--- src/sv/ftmc_pkg.sv ---
// Shared types and constants for the flow table message counter.
// Field widths, result status codes, table entry and result records.
// No dependencies.
package ftmc_pkg;

   localparam int ADDR_W     = 32;
   localparam int PORT_W     = 16;
   localparam int COUNT_W    = 32;
   localparam int SLOT_W     = 7;
   localparam int STATUS_W   = 2;
   localparam int LIMIT_W    = 8;
   localparam int REQ_DATA_W = 48;
   localparam int RSP_DATA_W = 40;

   localparam logic [LIMIT_W-1:0] LIMIT_RESET = 8'd100;

   localparam logic [STATUS_W-1:0] ST_COUNTED = 2'd0;
   localparam logic [STATUS_W-1:0] ST_REMOVED = 2'd1;
   localparam logic [STATUS_W-1:0] ST_DROPPED = 2'd2;

   typedef struct packed {
      logic [ADDR_W-1:0]  addr;
      logic [PORT_W-1:0]  port;
      logic [COUNT_W-1:0] count;
   } entry_type;

   typedef struct packed {
      logic [STATUS_W-1:0] status;
      logic [SLOT_W-1:0]   slot;
      logic [COUNT_W-1:0]  count;
   } result_type;

endpackage

--- src/sv/ftmc_rsp_reg.sv ---
// Output register of the flow table message counter: holds one result item
// until the downstream side takes it. Depends on ftmc_pkg.
module ftmc_rsp_reg
   import ftmc_pkg::*;
(
   input  logic                  clock,
   input  logic                  reset,
   input  logic                  load,
   input  result_type            res,
   output logic                  ready,
   output logic                  rsp_tvalid,
   input  logic                  rsp_tready,
   output logic [RSP_DATA_W-1:0] rsp_tdata,  // [6:0] slot, [38:7] message_count, [39] zero
   output logic [STATUS_W-1:0]   rsp_tuser   // [1:0] status
);

   logic       valid_ff, valid_in;
   result_type res_ff;

   assign ready = !valid_ff || rsp_tready;

   always_comb begin
      valid_in = valid_ff;
      if (rsp_tready) begin
         valid_in = 1'b0;
      end
      if (load) begin
         valid_in = 1'b1;
      end
   end

   always_ff @(posedge clock) begin
      if (reset) begin
         valid_ff <= 1'b0;
      end else begin
         valid_ff <= valid_in;
      end
   end

   always_ff @(posedge clock) begin
      if (load) begin
         res_ff <= res;
      end
   end

   assign rsp_tvalid = valid_ff;
   assign rsp_tdata  = {1'b0, res_ff.count, res_ff.slot};
   assign rsp_tuser  = res_ff.status;

endmodule

--- config.mk ---
export PLATFORM = sky130hd
export DESIGN_NAME = ftmc_rsp_reg
export DESIGN_NICKNAME = d
export VERILOG_FILES = /design/src/sv/ftmc_pkg.sv /design/src/sv/ftmc_rsp_reg.sv
export SDC_FILE = /design/constraint.sdc
export NUM_CORES = 1
export LEC_CHECK = 0
export ABC_AREA = 1
export BUFFER_PORTS_ARGS = -buffer_cell sky130_fd_sc_hd__buf_2
export CORE_AREA = 2 2 47 71
export CTS_BUF_LIST = sky130_fd_sc_hd__clkbuf_2 sky130_fd_sc_hd__clkbuf_4 sky130_fd_sc_hd__clkbuf_8
export DETAILED_ROUTE_END_ITERATION = 12
export DIE_AREA = 0 0 49 73
export PLACE_DENSITY_LB_ADDON = 0.3
export SYNTH_ARGS = -nofsm -noshare
export SYNTH_HDL_FRONTEND = slang
export SYNTH_SLANG_ARGS = --single-unit
--- constraint.sdc ---
create_clock -name clock -period 1.7 [get_ports clock]
set_clock_uncertainty 0.1 [all_clocks]
set_input_delay 0.51 -clock clock [delete_from_list [all_inputs] [get_ports clock]]
set_output_delay 0.51 -clock clock [all_outputs]
set_load 0.05 [all_outputs]
==> results.tsv <==
stage	metric	value	unit
synthesis	post_synth.cell_area_avg	26.8	µm²
synthesis	yosys_warnings	0	
finish	number_of_antenna_cells_inserted	0	
synthesis	synth_cell_type_count	7	
worst_setup_path	worst_setup_path_end_kind	output port	
routing	ant_nets	0	
global_route	antenna_found_initial	0	
synthesis	sequential_cell_area_fraction_in_the_yosys_report	0.974	
clock_network	cts_inserted_buffers	5	
die	design.die.area	3580	µm²
sta	final-setup-viol-count	0	
routing	initialDrtViolationCount	8	
global_route	global_route_wire_length_before_repair	3.37	mm
synthesis	syn_inst	48	
sta	final-max-slew-violation-count	0	
clock_network	ctsHoldBuffers	0	
synthesis	post_synth_instance_area	1280	µm²
die	io-pin-count	89	
sta	finalHoldViolations	0	
sta	final_min_period_over_clock_period	0.920	
clock_network	postCtsResizedCells	0	
power	power.ir.vdd_worst	0.000825	V
finish	layout_common_cells	87 x buf_2, 41 x edfxtp_1, 5 x clkbuf_8	
synthesis	synth_nets	93	
sta	setup_repair_after_global_routing_missed_its_margin	no	
sta	setup_ws	136	ps
finish	synthToLayoutAreaGrowth	49.7	%
finish	utilization	0.634	
synthesis	ys_seq_elements	42	
clock_network	cts.path.max_buffers	2	
finish	layout.nets	188	
global_route	grt-ovfl-total	0	
min_path	worst_hold_start	reset	
clock_network	path_clk_slew	70	ps
global_route	vias_in_the_first_global_route	779	
worst_setup_path	crit-reg2reg-launch	rsp_tvalid	
outcome	run_status	complete, no violations	
sta	final.min_clock_period	1560	ps
routing	vias_per_cell	4.21	
finish	final_common_cell	buf_2	
clock_network	insertion_delay	290	ps
routing	firstDrtPassIters	4	
min_path	min-delay-path-class	in2reg	
die	die_height	73	µm
power	power.density_cell_area	1340	nW/µm²
clock_network	post-cts-setup-buffer-count	0	
clock_network	cts_tree	built	
routing	routedWlPerCell	12.8	µm
finish	layout_cells_sized_above_1	0.681	
job	cap_violations	0	
worst_setup_path	critPathRequiredTime	1090	ps
die	num_rows	25	
placed_design	preCtsSetupSlack	142	ps
clock_network	htree_num_levels	2	
routing	detail_route.wirelength	2.35	mm
sta	setup-tns-final	0	ps
global_route	grt_util_all_layers	0.137	
clock_network	cts_root_buf	clkbuf_8	
worst_setup_path	critPathKind	reg2out	
worst_setup_path	crit_path_max_fanout	2	
die	horizontal_extent_of_the_die	49	µm
sta	achievable-frequency	639	MHz
worst_setup_path	cp.arrival	950	ps
clock_network	clock_sinks	42	
routing	post-route-drc-count	0	
die	initial_core_util	0.424	
routing	via_count	774	
placed_design	buffer_ports.inserted	87	
power	power.leakage	0.849	nW
placed_design	gp_weighted_congestion	0.667	
worst_setup_path	worst_setup_path_start_kind	flop	
global_route	grt_start_max_net_pins	27	
placed_design	dp.final_hpwl	1.75	mm
die	placeableCoreArea	3030	µm²
worst_setup_path	timing.critical_path.from	rsp_tvalid	
[synthesized netlist by cell type]
| master | instances | area share |
|---|---|---|
| edfxtp_1 | 41 | 0.96 |
| nand2_2 | 1 | 0.0049 |
| conb_1 | 1 | 0.0029 |
| buf_4 | 1 | 0.0058 |
| dfxtp_1 | 1 | 0.016 |
| inv_1 | 2 | 0.0058 |
| a21oi_2 | 1 | 0.0068 |
[path summary, 6_finish.rpt]
path                                   end  slack [ps]  cells past startpoint
worst max-delay path                 ready         140                      2
worst max register to register  rsp_tvalid        1020                      2
worst min-delay path            rsp_tvalid         270                      2
worst min register to register  rsp_tvalid         380                      2
[area by class of cell]
cell class | instances | area, µm²
repair buffers | 89 | 463
clock buffers | 5 | 68.8
inverters | 2 | 7.51
multi-input cells | 3 | 18.8
well taps | 40 | 50.0
flip-flops and latches | 42 | 1250
clock inverters | 3 | 63.8
fillers | 265 | 1110
[worst max-delay path, stage by stage (launching register included)]
cell     delay, ps
dfxtp_1        320
nand2_2         80
buf_2          260
[through the flow]
step / power, mW / instance area [µm²] / hold WS, ps / cells
4_1_cts: 2.61 / 1920 / 266 / 184
3_5_place_dp: 1.72 / 1790 / 377 / 176
6_report: 2.58 / 1920 / 273 / 184
3_3_place_gp: 1.71 / 1790 / 355 / 176
5_1_grt: 2.67 / 1920 / 267 / 184
2_1_floorplan: 1.57 / 1280 / 472 / 48
[cell families (layout without fill, tap and decap cells)]
kind of cell | count (synthesis) | count (layout) | share of synthesized area
AOI/OAI and AO/OA | 1 | 1 | 0.00682
buffers and inverters | 3 | 99 | 0.0117
other | 1 | 1 | 0.00292
and+or+nand+nor | 1 | 1 | 0.00487
DFF | 42 | 42 | 0.974
[power by group]
part | switching, mW | internal [mW] | leakage [nW]
Sequential | 0.0184 | 1.22 | 0.410
Clock | 0.313 | 0.581 | 0.0658
Combinational | 0.350 | 0.0951 | 0.373
Total | 0.681 | 1.90 | 0.849
[state kept, by name, indices dropped and copies added (netlist names)]
name,count
rsp_tvalid,1
rsp_tuser,2
rsp_tdata,39
[routing by layer]
metal / GRT usage / up-vias / wire, µm
met1: 0.120 / 346 / 754
met2: 0.236 / 52 / 1270
met4: 0.0857 / 0 / 61
met5: 0 / - / 0
met3: 0.0799 / 6 / 262
li1: - / 370 / -
No activity file was read; power rests on OpenSTA's default activity.
